<file path="config.mk">
export PLATFORM = sky130hd
export DESIGN_NAME = udp_ipv4_header_builder_top
export DESIGN_NICKNAME = d
export VERILOG_FILES = /design/src/hw/rtl/udpb_pkg.sv /design/src/hw/rtl/udp_ipv4_header_builder_top.sv /design/src/hw/rtl/udpb_csum_acc.sv
export VERILOG_INCLUDE_DIRS = /design/src /design/src/hw/rtl
export SDC_FILE = /design/constraint.sdc
export NUM_CORES = 1
export LEC_CHECK = 0
export BUFFER_PORTS_ARGS = -buffer_cell sky130_fd_sc_hd__buf_2
export CORE_MARGIN = 3
export CORE_UTILIZATION = 57
export CTS_CLUSTER_DIAMETER = 150
export DETAILED_ROUTE_END_ITERATION = 16
export PLACE_DENSITY = 0.9
export RECOVER_POWER = 25
export SLEW_MARGIN = 40
export SYNTH_ARGS = -nofsm -noshare
export SYNTH_HDL_FRONTEND = slang
export SYNTH_HIERARCHICAL = 1
export SYNTH_SLANG_ARGS = --single-unit
export TNS_END_PERCENT = 50
</file>
<file path="constraint.sdc">
create_clock -name clk -period 8.8 [get_ports clk]
set_input_delay 1.32 -clock clk [delete_from_list [all_inputs] [get_ports clk]]
set_output_delay 1.32 -clock clk [all_outputs]
set_load 0.01 [all_outputs]
</file>
<file path="src/hw/rtl/udp_ipv4_header_builder_top_macros.svh">
// Assertion macros shared by the header builder RTL.
`ifndef UDP_IPV4_HEADER_BUILDER_TOP_MACROS_SVH
`define UDP_IPV4_HEADER_BUILDER_TOP_MACROS_SVH

// Same-cycle implication, disabled while in reset.
`define UDPB_ASSERT_IMP(label, clk, rst_n, ante, cons) \
	label: assert property (@(posedge clk) disable iff (!rst_n) (ante) |-> (cons)) \
		else $error("udpb assertion failed");

// Next-cycle implication, disabled while in reset.
`define UDPB_ASSERT_NXT(label, clk, rst_n, ante, cons) \
	label: assert property (@(posedge clk) disable iff (!rst_n) (ante) |=> (cons)) \
		else $error("udpb assertion failed");

`endif

</file>
<file path="src/hw/rtl/udpb_pkg.sv">
// Types, constants and the checksum fold shared by the header builder.
package udpb_pkg;

	localparam logic [15:0] IP_VER_IHL_TOS = 16'h4500;
	localparam logic [15:0] IP_TTL_PROTO   = 16'h4011;
	localparam logic [15:0] IP_CONST_SUM   = 16'h8511;
	localparam logic [15:0] UDP_PROTO      = 16'd17;
	localparam logic [15:0] IP_HDR_BYTES   = 16'd20;
	localparam logic [15:0] UDP_HDR_BYTES  = 16'd8;

	typedef struct packed {
		logic [15:0] paysum;
		logic [15:0] length;
		logic        too_long;
	} snap_t;

	function automatic logic [15:0] fold16(input logic [19:0] s);
		logic [16:0] t;
		t = {1'b0, s[15:0]} + {13'd0, s[19:16]};
		return t[15:0] + {15'd0, t[16]};
	endfunction

endpackage

</file>
<file path="src/hw/rtl/udp_ipv4_header_builder_top.sv">
// Top level of the IPv4/UDP header builder: config registers, header emitter.
// The block takes one payload byte per cycle on the slave stream and keeps a
// running Internet checksum of the payload. The item that carries tlast (with
// or without a byte, so an empty payload works) closes the payload; then the 14
// header words follow, IPv4 words 0-9 then UDP words 10-13, one per cycle on
// the master stream while it is ready. tuser on the input marks a real byte;
// tuser on the output flags a payload longer than MAX_PAYLOAD whose extra bytes
// were dropped. Payload bytes enter at one per cycle; while a header is being
// sent the input stalls until its last word is loaded into the output register.
// The user must write configuration over the APB port only while no payload or
// header is in flight; the block itself does not enforce it.
module udp_ipv4_header_builder_top #(
	parameter int MAX_PAYLOAD = 1472
) (
	input  logic        clk,
	input  logic        arst_n,
	input  logic        s_axis_tvalid,
	output logic        s_axis_tready,
	input  logic [7:0]  s_axis_tdata,   // [7:0] payload_byte
	input  logic        s_axis_tuser,   // [0] byte_present
	input  logic        s_axis_tlast,
	output logic        m_axis_tvalid,
	input  logic        m_axis_tready,
	output logic [23:0] m_axis_tdata,   // [15:0] header_word, [19:16] word_number
	output logic        m_axis_tuser,   // [0] too_long
	output logic        m_axis_tlast,
	input  logic        psel,
	input  logic        penable,
	input  logic        pwrite,
	input  logic [3:0]  paddr,
	input  logic [31:0] pwdata,
	output logic [31:0] prdata,
	output logic        pready
);

	`include "udp_ipv4_header_builder_top_macros.svh"

	localparam logic [1:0] REG_SRC_ADDR = 2'd0;
	localparam logic [1:0] REG_DST_ADDR = 2'd1;
	localparam logic [1:0] REG_SRC_PORT = 2'd2;
	localparam logic [1:0] REG_DST_PORT = 2'd3;

	localparam logic [3:0] WORD_VER      = 4'd0;
	localparam logic [3:0] WORD_TOT_LEN  = 4'd1;
	localparam logic [3:0] WORD_ID       = 4'd2;
	localparam logic [3:0] WORD_FRAG     = 4'd3;
	localparam logic [3:0] WORD_TTL      = 4'd4;
	localparam logic [3:0] WORD_IP_CSUM  = 4'd5;
	localparam logic [3:0] WORD_SA_HI    = 4'd6;
	localparam logic [3:0] WORD_SA_LO    = 4'd7;
	localparam logic [3:0] WORD_DA_HI    = 4'd8;
	localparam logic [3:0] WORD_DA_LO    = 4'd9;
	localparam logic [3:0] WORD_SRC_PORT = 4'd10;
	localparam logic [3:0] WORD_DST_PORT = 4'd11;
	localparam logic [3:0] WORD_UDP_LEN  = 4'd12;
	localparam logic [3:0] WORD_UDP_CSUM = 4'd13;

	logic [31:0] src_addr_q, dst_addr_q;
	logic [15:0] src_port_q, dst_port_q;
	logic        cfg_wr;

	logic [17:0] addr_sum_q;
	logic [16:0] port_sum_q;

	logic            s_accept;
	udpb_pkg::snap_t snap;
	udpb_pkg::snap_t hdr_q;
	logic            hdr_valid_q;
	logic [3:0]      cnt_q;
	logic            load;
	logic            last_load;

	logic [15:0] tot_len, udp_len, ip_sum, udp_sum, word;

	logic        m_tvalid_q, m_tlast_q, m_tuser_q;
	logic [15:0] m_word_q;
	logic [3:0]  m_num_q;

	assign pready = 1'b1;
	assign cfg_wr = psel && penable && pwrite && pready;

	always_ff @(posedge clk or negedge arst_n) begin
		if (!arst_n) begin
			src_addr_q <= '0;
			dst_addr_q <= '0;
			src_port_q <= '0;
			dst_port_q <= '0;
		end else if (cfg_wr) begin
			case (paddr[3:2])
				REG_SRC_ADDR: src_addr_q <= pwdata;
				REG_DST_ADDR: dst_addr_q <= pwdata;
				REG_SRC_PORT: src_port_q <= pwdata[15:0];
				REG_DST_PORT: dst_port_q <= pwdata[15:0];
				default: ;
			endcase
		end
	end

	always_comb begin
		case (paddr[3:2])
			REG_SRC_ADDR: prdata = src_addr_q;
			REG_DST_ADDR: prdata = dst_addr_q;
			REG_SRC_PORT: prdata = {16'd0, src_port_q};
			REG_DST_PORT: prdata = {16'd0, dst_port_q};
			default:      prdata = '0;
		endcase
	end

	always_ff @(posedge clk) begin
		addr_sum_q <= 18'(src_addr_q[31:16]) + 18'(src_addr_q[15:0])
			+ 18'(dst_addr_q[31:16]) + 18'(dst_addr_q[15:0]);
		port_sum_q <= 17'(src_port_q) + 17'(dst_port_q);
	end

	assign s_accept = s_axis_tvalid && s_axis_tready;

	udpb_csum_acc #(
		.MAX_PAYLOAD(MAX_PAYLOAD)
	) u_acc (
		.clk            (clk),
		.arst_n         (arst_n),
		.accept         (s_accept),
		.payload_byte   (s_axis_tdata),
		.byte_present   (s_axis_tuser),
		.end_of_payload (s_axis_tlast),
		.snap           (snap)
	);

	assign load          = hdr_valid_q && (!m_tvalid_q || m_axis_tready);
	assign last_load     = load && (cnt_q == WORD_UDP_CSUM);
	assign s_axis_tready = !hdr_valid_q || last_load;

	always_ff @(posedge clk) begin
		if (s_accept && s_axis_tlast) begin
			hdr_q <= snap;
		end
	end

	always_ff @(posedge clk or negedge arst_n) begin
		if (!arst_n) begin
			hdr_valid_q <= 1'b0;
			cnt_q       <= WORD_VER;
		end else begin
			if (s_accept && s_axis_tlast) begin
				hdr_valid_q <= 1'b1;
			end else if (last_load) begin
				hdr_valid_q <= 1'b0;
			end
			if (last_load) begin
				cnt_q <= WORD_VER;
			end else if (load) begin
				cnt_q <= cnt_q + 4'd1;
			end
		end
	end

	assign tot_len = hdr_q.length + udpb_pkg::IP_HDR_BYTES + udpb_pkg::UDP_HDR_BYTES;
	assign udp_len = hdr_q.length + udpb_pkg::UDP_HDR_BYTES;
	assign ip_sum  = udpb_pkg::fold16(20'(udpb_pkg::IP_CONST_SUM) + 20'(tot_len)
		+ 20'(addr_sum_q));
	assign udp_sum = udpb_pkg::fold16(20'(addr_sum_q) + 20'(port_sum_q)
		+ 20'(udpb_pkg::UDP_PROTO) + 20'(udp_len) + 20'(udp_len) + 20'(hdr_q.paysum));

	always_comb begin
		case (cnt_q)
			WORD_VER:      word = udpb_pkg::IP_VER_IHL_TOS;
			WORD_TOT_LEN:  word = tot_len;
			WORD_ID:       word = '0;
			WORD_FRAG:     word = '0;
			WORD_TTL:      word = udpb_pkg::IP_TTL_PROTO;
			WORD_IP_CSUM:  word = ~ip_sum;
			WORD_SA_HI:    word = src_addr_q[31:16];
			WORD_SA_LO:    word = src_addr_q[15:0];
			WORD_DA_HI:    word = dst_addr_q[31:16];
			WORD_DA_LO:    word = dst_addr_q[15:0];
			WORD_SRC_PORT: word = src_port_q;
			WORD_DST_PORT: word = dst_port_q;
			WORD_UDP_LEN:  word = udp_len;
			WORD_UDP_CSUM: word = ~udp_sum;
			default:       word = '0;
		endcase
	end

	always_ff @(posedge clk or negedge arst_n) begin
		if (!arst_n) begin
			m_tvalid_q <= 1'b0;
		end else if (load) begin
			m_tvalid_q <= 1'b1;
		end else if (m_axis_tready) begin
			m_tvalid_q <= 1'b0;
		end
	end

	always_ff @(posedge clk) begin
		if (load) begin
			m_word_q  <= word;
			m_num_q   <= cnt_q;
			m_tlast_q <= (cnt_q == WORD_UDP_CSUM);
			m_tuser_q <= hdr_q.too_long;
		end
	end

	assign m_axis_tvalid = m_tvalid_q;
	assign m_axis_tdata  = {4'd0, m_num_q, m_word_q};
	assign m_axis_tlast  = m_tlast_q;
	assign m_axis_tuser  = m_tuser_q;

	`UDPB_ASSERT_NXT(a_end_starts_hdr, clk, arst_n, s_accept && s_axis_tlast, hdr_valid_q)
	`UDPB_ASSERT_NXT(a_hdr_holds, clk, arst_n, hdr_valid_q && !load, hdr_valid_q && $stable(cnt_q))
	`UDPB_ASSERT_IMP(a_idle_cnt, clk, arst_n, !hdr_valid_q, cnt_q == WORD_VER)
	`UDPB_ASSERT_IMP(a_last_num, clk, arst_n, m_tvalid_q && m_tlast_q, m_num_q == WORD_UDP_CSUM)

endmodule

</file>
<file path="src/hw/rtl/udpb_csum_acc.sv">
// Payload byte pairing, ones'-complement sum and length count.
module udpb_csum_acc #(
	parameter int MAX_PAYLOAD = 1472
) (
	input  logic           clk,
	input  logic           arst_n,
	input  logic           accept,
	input  logic [7:0]     payload_byte,
	input  logic           byte_present,
	input  logic           end_of_payload,
	output udpb_pkg::snap_t snap
);

	localparam int CW = $clog2(MAX_PAYLOAD + 1);

	logic [15:0]   sum_q, sum_n;
	logic [7:0]    hi_q, hi_n;
	logic          odd_q, odd_n;
	logic [CW-1:0] cnt_q, cnt_n;
	logic          ovf_q, ovf_n;

	always_comb begin
		sum_n = sum_q;
		hi_n  = hi_q;
		odd_n = odd_q;
		cnt_n = cnt_q;
		ovf_n = ovf_q;
		if (byte_present) begin
			if (cnt_q == CW'(MAX_PAYLOAD)) begin
				ovf_n = 1'b1;
			end else begin
				if (odd_q) begin
					sum_n = udpb_pkg::fold16(20'(sum_q) + 20'({hi_q, payload_byte}));
					odd_n = 1'b0;
				end else begin
					hi_n  = payload_byte;
					odd_n = 1'b1;
				end
				cnt_n = cnt_q + CW'(1);
			end
		end
	end

	assign snap.paysum   = odd_n ? udpb_pkg::fold16(20'(sum_n) + 20'({hi_n, 8'h00})) : sum_n;
	assign snap.length   = 16'(cnt_n);
	assign snap.too_long = ovf_n;

	always_ff @(posedge clk or negedge arst_n) begin
		if (!arst_n) begin
			sum_q <= '0;
			hi_q  <= '0;
			odd_q <= 1'b0;
			cnt_q <= '0;
			ovf_q <= 1'b0;
		end else if (accept) begin
			if (end_of_payload) begin
				sum_q <= '0;
				hi_q  <= '0;
				odd_q <= 1'b0;
				cnt_q <= '0;
				ovf_q <= 1'b0;
			end else begin
				sum_q <= sum_n;
				hi_q  <= hi_n;
				odd_q <= odd_n;
				cnt_q <= cnt_n;
				ovf_q <= ovf_n;
			end
		end
	end

endmodule
</file>
# Yosys cells after proc, flatten, opt, wreduce, memory -nomap -nowiden
# Index checks and enable logic that the tools add are counted.
word_totals:
  input_bits: 53
  word_cells: 110
  ff_bits: 224
  out_inout_bits: 61
op_classes:
  bitwise_logic: 2
  muxes: 27
  n_eq_ne: 15
  addsub: 26
  n_reduce_logical: 19
ops:
  columns: ["operator", "n"]
  rows:
  - ["$pmux W16 S12", 1]
  - ["$pmux W32 S4", 1]
  - ["$mux W16", 5]
  - ["$add A16 B16 Y17", 4]
  - ["$add A16 B1 Y16", 4]
  - ["$add A16 B4 Y17", 3]
  - ["$add A20 B12 Y20", 2]
  - ["$mux W11", 3]
  - ["$mux W8", 4]
  - ["$not A16 Y16", 2]
  - ["$eq A4 B4 Y1 const B", 6]
  - ["$add A19 B5 Y20 const B", 1]
  - ["$add A20 B16 Y20", 1]
  - ["$add A17 B18 Y19", 1]
  - ["$add A18 B17 Y19", 1]
  - ["$add A17 B16 Y18", 1]
  - ["$add A18 B16 Y18", 1]
  - ["$add A16 B13 Y17 const A", 1]
  - ["$add A16 B3 Y17", 1]
  - ["$eq A4 B3 Y1 const B", 4]
  - ["$add A12 B4 Y13 const B", 1]
  - ["$add A11 B4 Y12 const B", 1]
  - ["$add A11 B5 Y12 const B", 1]
  - ["$add A11 B1 Y11 const B", 1]
  - ["14 further kinds", 38]

# Longest topological paths before layout
# Gate-level depths: netlist of the first run.
depth:
  depth_word: 10
  depth_mapped: 52
  ltp_nobuf: 50

# By module
# The synthesis of the first run kept the hierarchy.
modules_own_cells:
  columns: ["module", "cells_each", "seq_area_each_um2", "area_each_um2", "n_inst"]
  rows:
  - ["udp_ipv4_header_builder_top", 1395, 4904.7, 14577.7, 1]
  - ["udpb_csum_acc", 641, 925.9, 4918.5, 1]

# Worst setup path after synthesis of the first run
# Ideal clock, no wire load.
synth_path:
  path_kind: "input port to flip-flop"
  start: "in s_axis_tdata[0]"
  end: "reg hdr_q[30] (netlist name) (data pin)"
  cell_stages: 49
  t_arrival_ns: 9.481
  setup_slack_ns: -0.943
  n_path_buf: 3
  cell_sequence: "ha_1 fa_1 buf_6 a21oi_1 o21ai_0 a21oi_1 o21a_1 o21ai_0 a21oi_1 o21bai_1 a21oi_1 o21bai_1 ha_1 ha_1 nand2_1 nor3_1 nand3_1 or3b_1 [13 not listed] ha_1 fa_1 a21o_1 a21oi_1 o21bai_1 a21oi_1 nor2b_1 o21ai_0 nand2b_1 ha_1 clkbuf_1 or3_1 a21oi_1 o21ai_1 nor4b_1 o2111a_1 mux2i_1 nand3_1"
synth_lines:
  columns: ["element", "line_no", "rtl"]
  rows:
  - ["start: declaration", "udp_ipv4_header_builder_top.sv:19", "input logic [7:0] s_axis_tdata,"]
  - ["end signal: assignment", "udp_ipv4_header_builder_top.sv:135", "hdr_q <= snap;"]
  - ["end: declaration", "udp_ipv4_header_builder_top.sv:67", "udpb_pkg::snap_t hdr_q;"]

==> results.tsv, run 1 <==
stage	metric	value	unit
clocking	holdBufCountCts	0	
yosys	yosysMostFrequentCell	inv_1	
layout	fin_util	67.3	%
yosys	synth.top_cell.area_share	17.8	%
yosys	syn_avg_cell_area	9.58	um^2
floorplanning	io_pins	114	
layout	fillCellCount	2433	
outcome	status	complete, but fails checks	
setup_path	critical_path_arrival	9300	ps
setup_path	path_max_fanout	4	
setup_path	cp.required	9080	ps
clocking	htree_num_levels	1	
grt	grt_pass1_vias	17100	
timing	slew_headroom	-154	%
timing	slew_violations	142	
timing	tightest_slew	3820	ps
grt	grt_pass1_wl	91000	um
layout	multiInputGateArea	13000	um^2
drt	drtPass1Iterations	6	
floorplanning	dieArea	36500	um^2
clocking	path_clk_slew	70	ps
timing	rsz0062_at_grt	true	
clocking	clock-sinks	229	
placed_design	dp_hpwl	44800	um
layout	drive_above_1_share	22.9	%
grt	antenna_found_initial	0	
drt	via_per_inst	6.38	
placed_design	gp_congestion	0.965	
clocking	cts_root_buf	clkbuf_16	
timing	fin_crit	9020	ps
drt	finalWirelength	59300	um
job	cap_violations	2	
yosys	synthTopCellsByArea	dfrtp_1, ha_1, edfxtp_1, fa_1, mux2_2	
drt	ant_nets	0	
floorplanning	start_util	58.0	%
floorplanning	core	33600	um^2
yosys	yosys.area.top_type	dfrtp_1	
setup_path	crit_family	compound AO/OA/AOI/OAI gates	
clocking	clk_path_buf_depth	3	
floorplanning	die_h	191	um
timing	hold_viol	0	
yosys	synth_edf_count	55	
grt	grt_overflow_total	0	
layout	fin_nets	2531	
yosys	synthTopCellsByCount	inv_1, ha_1, dfrtp_1	
layout	diodes	0	
min_path	min_path_cells	0	
yosys	postSynth.asyncResetShare	60.7	%
yosys	synth.distinct_cells	105	
yosys	synth-main-ff-cell	dfrtp_1	
layout	regArea	5830	um^2
placed_design	port_buffers	106	
setup_path	cpMostUsedCell	a21oi_2	
setup_path	cp_slowest_cell	or3b_4	
setup_path	end_kind	register	
timing	skew	14.0	ps
min_path	hold_path_class	reg2reg	
clocking	cts_buffers	24	
drt	remaining_drc_errors	0	
timing	post-route-period-util	102	%
drt	vias	17300	
setup_path	critPathKind	in2reg	
setup_path	crit_cells	50	
timing	setup_ws	-217	ps
grt	grt_max_degree	72	
timing	max_freq	111	MHz
grt	groute.usage.overall	31.3	%
setup_path	crit_path_max_incr_delay	430	ps
clocking	cts_tree	yes	
yosys	synth_cells	2036	
yosys	syn_area	19500	um^2
layout	area_growth_syn_to_layout	16.1	%
clocking	insertion_delay	540	ps
timing	final-setup-viol-count	9	
yosys	synth_seq_cells	229	
drt	wl_per_cell	21.8	um
floorplanning	num_rows	67	
setup_path	rr_worst_depth	49	
yosys	yosys_warnings	6	
setup_path	crit_buf_inv	5	
yosys	yosysSeqAreaShare	29.9	%
floorplanning	die_w	191	um
setup_path	start_kind	input port	
drt	drtIter0Drc	1783	
outcome	violations	max-capacitance violations, max-slew violations, negative setup slack	
==> flip-flops by register name, summed over array words and instances (netlist names), 4 cells and up <==
name	count
src_addr_q	32
dst_port_q	16
u_acc/sum_q	16
m_word_q	16
u_acc/cnt_q	11
hdr_q	33
u_acc/hi_q	8
m_num_q	4
dst_addr_q	32
src_port_q	16
addr_sum_q	18
cnt_q	4
port_sum_q	17
==> worst register-to-register path: cells and delay by family, from the launching register on <==
kind | cells | cell delay, ps
AOI/OAI and AO/OA | 20 | 2810
and+or+nand+nor | 15 | 2780
adders and majority gates | 9 | 1730
buffers and inverters | 4 | 480
DFF | 1 | 460
xor gates and xnor gates | 1 | 130
==> cells by family after synthesis <==
logic type / Yosys count / synth area share, %
simple gates: 523 / 13.7
buf+inv: 281 / 5.87
xor+xnor: 166 / 7.60
other cells: 3 / 0.0578
fa+ha+maj: 227 / 17.3
compound gates: 467 / 16.7
mux: 140 / 8.82
flops: 229 / 29.9
==> cells in the final DEF (no fill, tap or decap), types with 35 or more instances in the layout <==
cell type,netlist,routed
a21oi_1,91,77
buf_2,5,102
buf_4,12,155
dfrtp_1,139,139
dfxtp_1,35,35
edfxtp_1,55,55
fa_1,71,69
ha_1,156,144
inv_1,198,196
mux2_2,95,95
nand2_1,131,128
nand3_1,73,71
nor2_1,112,109
o21ai_0,101,94
xnor2_1,115,114
xor2_1,49,49
==> per-layer routing <==
metal	routed length (um)	vias up	share of wire [%]	track usage, %
met3	4960	221	8.4	4.22
met5	0	-	0	0
met2	28100	947	47	51.6
met4	2830	0	4.8	12.8
li1	-	7730	-	-
met1	23400	8440	39	41.9
==> path summary, 6_finish.rpt <==
kind	start	end	slack, ps
max	s_axis_tdata[0]	hdr_q[32]$_DFFE_PP_	-220
min	hdr_q[0]$_DFFE_PP_	m_axis_tuser$_DFFE_PP_	440
max reg2reg	u_acc/sum_q[0]$_DFFE_PN0P_	hdr_q[32]$_DFFE_PP_	140
min reg2reg	hdr_q[0]$_DFFE_PP_	m_axis_tuser$_DFFE_PP_	440
max in group asynchronous	arst_n	u_acc/sum_q[3]$_DFFE_PN0P_	1630
min in group asynchronous	arst_n	src_addr_q[18]$_DFFE_PN0P_	2100
==> final cells by class <==
cell class | count | area share, %
repair buffers | 265 | 7.68
multi-input cells | 1533 | 57.3
well taps | 448 | 2.48
clock inverters | 15 | 0.547
inverters | 198 | 3.31
flip-flops and latches | 229 | 25.8
clock buffers | 29 | 2.92
==> repair_timing <==
| item | in CTS | in global routing |
|---|---|---|
| resized for setup | 15 | 41 |
| pin swaps | 13 | 56 |
| setup buffers | 21 | 13 |
| endpoints found under the setup margin | 12 | 20 |
==> through the flow <==
stage | instance area (um^2) | std cells | setup TNS [ps] | worst slack, ps | hold slack [ps]
after detailed placement | 21300 | 2641 | -11340 | -1030 | 422
after CTS | 22400 | 2705 | 0 | 27.1 | 440
after floorplan | 19700 | 2043 | -744 | -184 | 400
after global routing | 22600 | 2717 | -6520 | -633 | 461
final | 22600 | 2717 | -1260 | -217 | 437
after global placement | 21300 | 2641 | -6800 | -683 | 417
Power of run 1 is left out: the tool's default activity adds up to more than one toggle a clock period on the data nets, which glitch-free logic cannot reach.
==> run 2: changes to the inputs <==
--- a/config.mk
+++ b/config.mk
@@ -8,10 +8,11 @@
 export LEC_CHECK = 0
 export BUFFER_PORTS_ARGS = -buffer_cell sky130_fd_sc_hd__buf_2
 export CORE_MARGIN = 3
-export CORE_UTILIZATION = 57
+export CORE_UTILIZATION = 58
+export CTS_BUF_LIST = sky130_fd_sc_hd__clkbuf_2 sky130_fd_sc_hd__clkbuf_4 sky130_fd_sc_hd__clkbuf_8
 export CTS_CLUSTER_DIAMETER = 150
 export DETAILED_ROUTE_END_ITERATION = 16
-export PLACE_DENSITY = 0.9
+export PLACE_DENSITY = 0.91
 export RECOVER_POWER = 25
 export SLEW_MARGIN = 40
 export SYNTH_ARGS = -nofsm -noshare
==> run 2 against run 1 <==
  * The flow still finishes with violations (max-capacitance violations, max-slew violations, negative setup slack)
  * Highest routed layer is now met5
  * Flip-flop and latch count is the same
  * Register-to-register slack better by 30 ps
  * Global-route usage is 0.47 points higher
  * Largest cell class unchanged
  * Count of clock-buffer cells in the layout increased by 29
  * Maximum frequency grew 0.48%
==> results.tsv, run 2 (same netlist as run 1, synthesis figures left out) <==
stage	metric	value	unit	change
placed_design	port_buffers	106		unchanged
clocking	cts_tree	yes		unchanged
layout	fillCellCount	2392		was 2433
layout	largest_reg_flops	33		unchanged
grt	grt_pass1_vias	17200		was 17100
drt	via_per_inst	6.34		was 6.38
floorplanning	core	32900	um^2	was 33600 um^2
layout	largestRegisters	hdr_q: 33 flops, dst_addr_q: 32 flops, src_addr_q: 32 flops		unchanged
setup_path	crit_path_max_incr_delay	410	ps	was 430 ps
drt	vias	17300		about the same
floorplanning	num_rows	66		was 67
layout	area_growth_syn_to_layout	15.9	%	was 16.1%
setup_path	cp_slowest_cell	or3b_4		unchanged
floorplanning	die_h	189	um	was 191 um
layout	top_register	hdr_q		unchanged
timing	fin_crit	8970	ps	was 9020 ps
clocking	path_clk_slew	60	ps	was 70 ps
grt	grt_overflow_total	0		unchanged
grt	grt_pass1_wl	91200	um	was 91000 um
setup_path	critical_path_arrival	9260	ps	was 9300 ps
clocking	htree_num_levels	2		was 1
layout	diodes	0		unchanged
placed_design	place_ws	-948	ps	was -1030 ps
timing	hold_viol	0		unchanged
timing	slew_headroom	-159	%	was -154%
clocking	cts_buffers	38		was 24
job	cap_violations	1		was 2
timing	max_freq	111	MHz	about the same
clocking	clock-sinks	229		unchanged
grt	antenna_found_initial	1		was 0
drt	wl_per_cell	21.4	um	was 21.8 um
layout	fin_nets	2539		was 2531
timing	post-route-period-util	102	%	about the same
floorplanning	start_util	59.3	%	was 58.0%
clocking	insertion_delay	580	ps	was 540 ps
placed_design	dp_hpwl	44400	um	was 44800 um
timing	rsz0062_at_grt	true		unchanged
min_path	hold_path_class	reg2reg		unchanged
timing	tightest_slew	3890	ps	was 3820 ps
drt	drtPass1Iterations	7		was 6
grt	groute.usage.overall	31.8	%	was 31.3%
drt	drtIter0Drc	1925		was 1783
placed_design	gp_congestion	0.977		was 0.965
outcome	violations	max-capacitance violations, max-slew violations, negative setup slack		unchanged
drt	finalWirelength	58500	um	was 59300 um
setup_path	end_kind	register		unchanged
timing	slew_violations	74		was 142
setup_path	path_max_fanout	3		was 4
floorplanning	dieArea	35800	um^2	was 36500 um^2
floorplanning	io_pins	114		unchanged
timing	setup_ws	-174	ps	was -217 ps
layout	final_common_cell	inv_1		unchanged
timing	skew	28.3	ps	was 14.0 ps
floorplanning	die_w	189	um	was 191 um
clocking	cts_root_buf	clkbuf_8		was clkbuf_16
drt	remaining_drc_errors	0		unchanged
timing	final-setup-viol-count	9		unchanged
layout	drive_above_1_share	23.9	%	was 22.9%
clocking	clk_path_buf_depth	3		unchanged
setup_path	start_kind	input port		unchanged
grt	grt_max_degree	74		was 72
layout	final_cell_mix	inv_1, buf_4, ha_1		unchanged
setup_path	cp.required	9090	ps	was 9080 ps
setup_path	critPathKind	in2reg		unchanged
outcome	status	complete, but fails checks		unchanged
drt	ant_nets	0		unchanged
run 2: cell count changes in the layout (fill, tap and decap cells not counted), moves of 3 or more:
cell       delta
clkbuf_8     +45
clkbuf_16    -26
clkbuf_4     +13
buf_4         -7
clkbuf_1      -4
clkinv_1      -3
inv_6         -3
run 2: repair_timing:
item                                    in CTS  in global routing
endpoints found under the setup margin      11                 18
pin swaps                                   46                 17
setup buffers                               24                  4
endpoints found under the hold margin        0                  0
hold buffers                                 0                  0
resized for setup                           25                 23
run 2: per-stage QoR:
step,hold slack (ps),utilization (%),cells,TNS [ps],cell area (um^2)
finish,429,68.8,2731,-720,22600
detailed placement,412,65.0,2637,-11450,21400
CTS,436,68.4,2729,0,22500
global placement,417,64.9,2636,-6530,21300
global route,454,68.8,2731,-6540,22600
floorplan,400,-,2043,-744,19700
run 2: final cells by class:
class | count | area, um^2 | area share (%)
clock buffers | 58 | 717 | 3.17
clock inverters | 12 | 93.8 | 0.415
inverters | 198 | 746 | 3.30
multi-input cells | 1533 | 12900 | 57.2
flip-flops and latches | 229 | 5830 | 25.8
well taps | 442 | 553 | 2.45
repair buffers | 259 | 1720 | 7.62
run 2: critical path, delay by kind of cell:
| family | cells | cell delay (ps) |
|---|---|---|
| xor gates and xnor gates | 3 | 460 |
| and+or+nand+nor | 12 | 2270 |
| adders and majority gates | 7 | 1290 |
| AOI/OAI and AO/OA | 21 | 2950 |
| buffers and inverters | 7 | 930 |
run 2: path summary, 6_finish.rpt:
| check | cells past startpoint | to | from | slack (ps) |
|---|---|---|---|---|
| worst max-delay path | 50 | hdr_q[26]$_DFFE_PP_ | s_axis_tdata[0] | -170 |
| worst min-delay path | 0 | m_axis_tuser$_DFFE_PP_ | hdr_q[0]$_DFFE_PP_ | 430 |
| worst max register to register | 49 | hdr_q[26]$_DFFE_PP_ | u_acc/sum_q[0]$_DFFE_PN0P_ | 170 |
| worst min register to register | 0 | m_axis_tuser$_DFFE_PP_ | hdr_q[0]$_DFFE_PP_ | 430 |
| max in group asynchronous | 3 | u_acc/sum_q[6]$_DFFE_PN0P_ | arst_n | 3900 |
| min in group asynchronous | 1 | dst_addr_q[2]$_DFFE_PN0P_ | arst_n | 2090 |
run 2: layer usage:
metal	routed length (um)	share of wire [%]	vias to the layer above	track usage, %
met5	13	0.022	-	0
met3	5700	9.7	226	6.41
met2	26900	46	979	51.1
met1	23400	40	8351	42.5
li1	-	-	7748	-
met4	2530	4.3	2	12.3
Power of run 2 is left out for the same reason.
==> run 3: changes to the inputs <==
--- a/config.mk
+++ b/config.mk
@@ -11,9 +11,12 @@
 export CORE_UTILIZATION = 58
 export CTS_BUF_LIST = sky130_fd_sc_hd__clkbuf_2 sky130_fd_sc_hd__clkbuf_4 sky130_fd_sc_hd__clkbuf_8
 export CTS_CLUSTER_DIAMETER = 150
+export CTS_CLUSTER_SIZE = 20
 export DETAILED_ROUTE_END_ITERATION = 16
+export GPL_TIMING_DRIVEN = 0
 export PLACE_DENSITY = 0.91
 export RECOVER_POWER = 25
+export SKIP_CTS_REPAIR_TIMING = 1
 export SLEW_MARGIN = 40
 export SYNTH_ARGS = -nofsm -noshare
 export SYNTH_HDL_FRONTEND = slang
==> run 3 against run 2 <==
  * The run still ends with max-capacitance violations, max-slew violations, negative setup slack left
  * Worst setup slack got worse by 590 ps
  * Clock skew rose by 1.4 ps
  * Global-route usage fell by 2.0 points
  * Routed wire length fell by 3.8%
  * Cell area fell by 4.2%
  * Critical path depth rose by 2
  * Via count fell by 1.3%
  * Non-clock buffer count fell by 30
  * Flip-flop and latch count did not move
  * Die area did not move
  * Register-to-register slack got worse by 560 ps
  * Cell count fell by 2.7%
  * Critical path type unchanged
==> results.tsv, run 3 (same netlist as run 1, synthesis figures left out) <==
stage	metric	value	unit	change
outcome	status	complete, but fails checks		unchanged
outcome	violations	max-capacitance violations, max-slew violations, negative setup slack		unchanged
drt	finalWirelength	56300	um	was 58500 um
drt	via_per_inst	6.43		was 6.34
placed_design	gp_congestion	0.976		was 0.977
timing	tightest_slew	4110	ps	was 3890 ps
drt	drtPass1Iterations	8		was 7
grt	groute.usage.overall	29.8	%	was 31.8%
setup_path	critPathKind	in2reg		unchanged
setup_path	crit_buf_inv	5		was 7
setup_path	cp.required	9070	ps	was 9090 ps
timing	fin_crit	9570	ps	was 8970 ps
placed_design	port_buffers	103		was 106
layout	area_growth_syn_to_layout	11.0	%	was 15.9%
setup_path	reg2reg_from	u_acc/sum_q[0]$_DFFE_PN0P_		unchanged
grt	met1_usage	42.7	%	was 42.5%
floorplanning	core	32900	um^2	unchanged
clocking	path_clk_slew	140	ps	was 60 ps
job	cap_violations	2		was 1
setup_path	crit_path_end	hdr_q[26]$_DFFE_PP_		unchanged
setup_path	path_max_fanout	6		was 3
layout	final_common_cell	inv_1		unchanged
layout	fin_util	65.9	%	was 68.8%
grt	grtUsageMet2	47.5	%	was 51.1%
timing	rsz0062_at_grt	true		unchanged
layout	final_cell_mix	inv_1, ha_1, dfrtp_1		was inv_1, buf_4, ha_1
layout	instances_no_fill	2656		was 2731
clocking	cts_tree	yes		unchanged
floorplanning	start_util	59.3	%	unchanged
layout	drive_above_1_share	18.9	%	was 23.9%
timing	slew_headroom	-174	%	was -159%
setup_path	crit_cells	52		was 50
layout	top_register	hdr_q		unchanged
clocking	clock-sinks	229		unchanged
timing	max_freq	105	MHz	was 111 MHz
setup_path	crit_path_max_incr_delay	450	ps	was 410 ps
setup_path	r2r-end	hdr_q[26]$_DFFE_PP_		unchanged
setup_path	end_kind	register		unchanged
grt	grt_max_degree	77		was 74
layout	diodes	0		unchanged
min_path	hold_path_class	reg2reg		unchanged
setup_path	critPathLaunch	s_axis_tdata[2]		was s_axis_tdata[0]
drt	ant_nets	0		unchanged
drt	remaining_drc_errors	0		unchanged
floorplanning	dieArea	35800	um^2	unchanged
timing	skew	29.7	ps	was 28.3 ps
layout	fin_area	21600	um^2	was 22600 um^2
setup_path	r2r_setup_slack	-390	ps	was 170 ps
setup_path	cp_slowest_cell	or3b_4		unchanged
clocking	htree_num_levels	1		was 2
grt	antenna_found_initial	1		unchanged
setup_path	crit_family	simple AND/OR/NAND/NOR gates		was compound AO/OA/AOI/OAI gates
floorplanning	die_h	189	um	unchanged
grt	grt-busiest-layer	met2		unchanged
timing	setup_ws	-767	ps	was -174 ps
timing	hold_viol	0		unchanged
layout	fillCellCount	2480		was 2392
floorplanning	num_rows	66		unchanged
layout	largest_reg_flops	33		unchanged
floorplanning	io_pins	114		unchanged
grt	grt_pass1_vias	16000		was 17200
setup_path	rr_worst_depth	52		was 49
timing	post-route-period-util	109	%	was 102%
grt	grt_pass1_wl	85600	um	was 91200 um
setup_path	start_kind	input port		unchanged
drt	vias	17100		was 17300
clocking	insertion_delay	550	ps	was 580 ps
clocking	cts_buffers	15		was 38
clocking	cts_root_buf	clkbuf_8		unchanged
grt	grt_use_met3	4.54	%	was 6.41%
placed_design	dp_hpwl	44500	um	was 44400 um
drt	wl_per_cell	21.2	um	was 21.4 um
placed_design	dpl_cell_area	20800	um^2	was 21400 um^2
setup_path	critical_path_arrival	9840	ps	was 9260 ps
placed_design	placed_cells	2589		was 2637
timing	final-setup-viol-count	15		was 9
timing	slew_violations	142		was 74
clocking	clk_path_buf_depth	3		unchanged
layout	largestRegisters	hdr_q: 33 flops, dst_addr_q: 32 flops, src_addr_q: 32 flops		unchanged
grt	grt_overflow_total	0		unchanged
floorplanning	die_w	189	um	unchanged
layout	fin_nets	2486		was 2539
drt	drtIter0Drc	1981		was 1925
## run 3: routing by layer
metal	routed length, um	up-vias
li1	-	7610
met3	5390	135
met2	25900	969
met5	13	-
met1	23300	8358
met4	1660	2
## run 3: worst reg2reg max path: cells and delay by family, from the launching register on
kind	cells	cell delay (ps)
simple gates	17	3260
compound gates	19	2490
fa+ha+maj	10	2030
flops	1	450
buf+inv	4	440
xor+xnor	2	250
## run 3: per-stage QoR
step	hold WS, ps	TNS, ps	worst slack, ps
3_5_place_dp	408	-32190	-2360
5_1_grt	465	-13090	-1100
6_report	443	-7870	-767
4_1_cts	447	-23520	-1830
2_1_floorplan	400	-744	-184
3_3_place_gp	422	-29540	-2200
## run 3: area by class of cell
class,instances,area (um^2),share of cell area [%]
well taps,442,553,2.55
clock buffers,23,267,1.23
flip-flops and latches,229,5830,26.9
repair buffers,148,861,3.98
plain buffers,81,417,1.92
multi-input cells,1533,13000,59.8
clock inverters,2,23.8,0.110
inverters,198,743,3.43
## run 3: worst min-delay path by stage
stage                             startpoint                     end  slack [ps]  cells past startpoint
after floorplan           hdr_q[0]$_DFFE_PP_  m_axis_tuser$_DFFE_PP_         400                      0
after CTS                 hdr_q[0]$_DFFE_PP_  m_axis_tuser$_DFFE_PP_         450                      0
after detailed placement  hdr_q[0]$_DFFE_PP_  m_axis_tuser$_DFFE_PP_         410                      0
final                     hdr_q[0]$_DFFE_PP_  m_axis_tuser$_DFFE_PP_         440                      0
after global placement    hdr_q[0]$_DFFE_PP_  m_axis_tuser$_DFFE_PP_         420                      0
after global routing      hdr_q[0]$_DFFE_PP_  m_axis_tuser$_DFFE_PP_         460                      0
Power of run 3 is left out for the same reason.
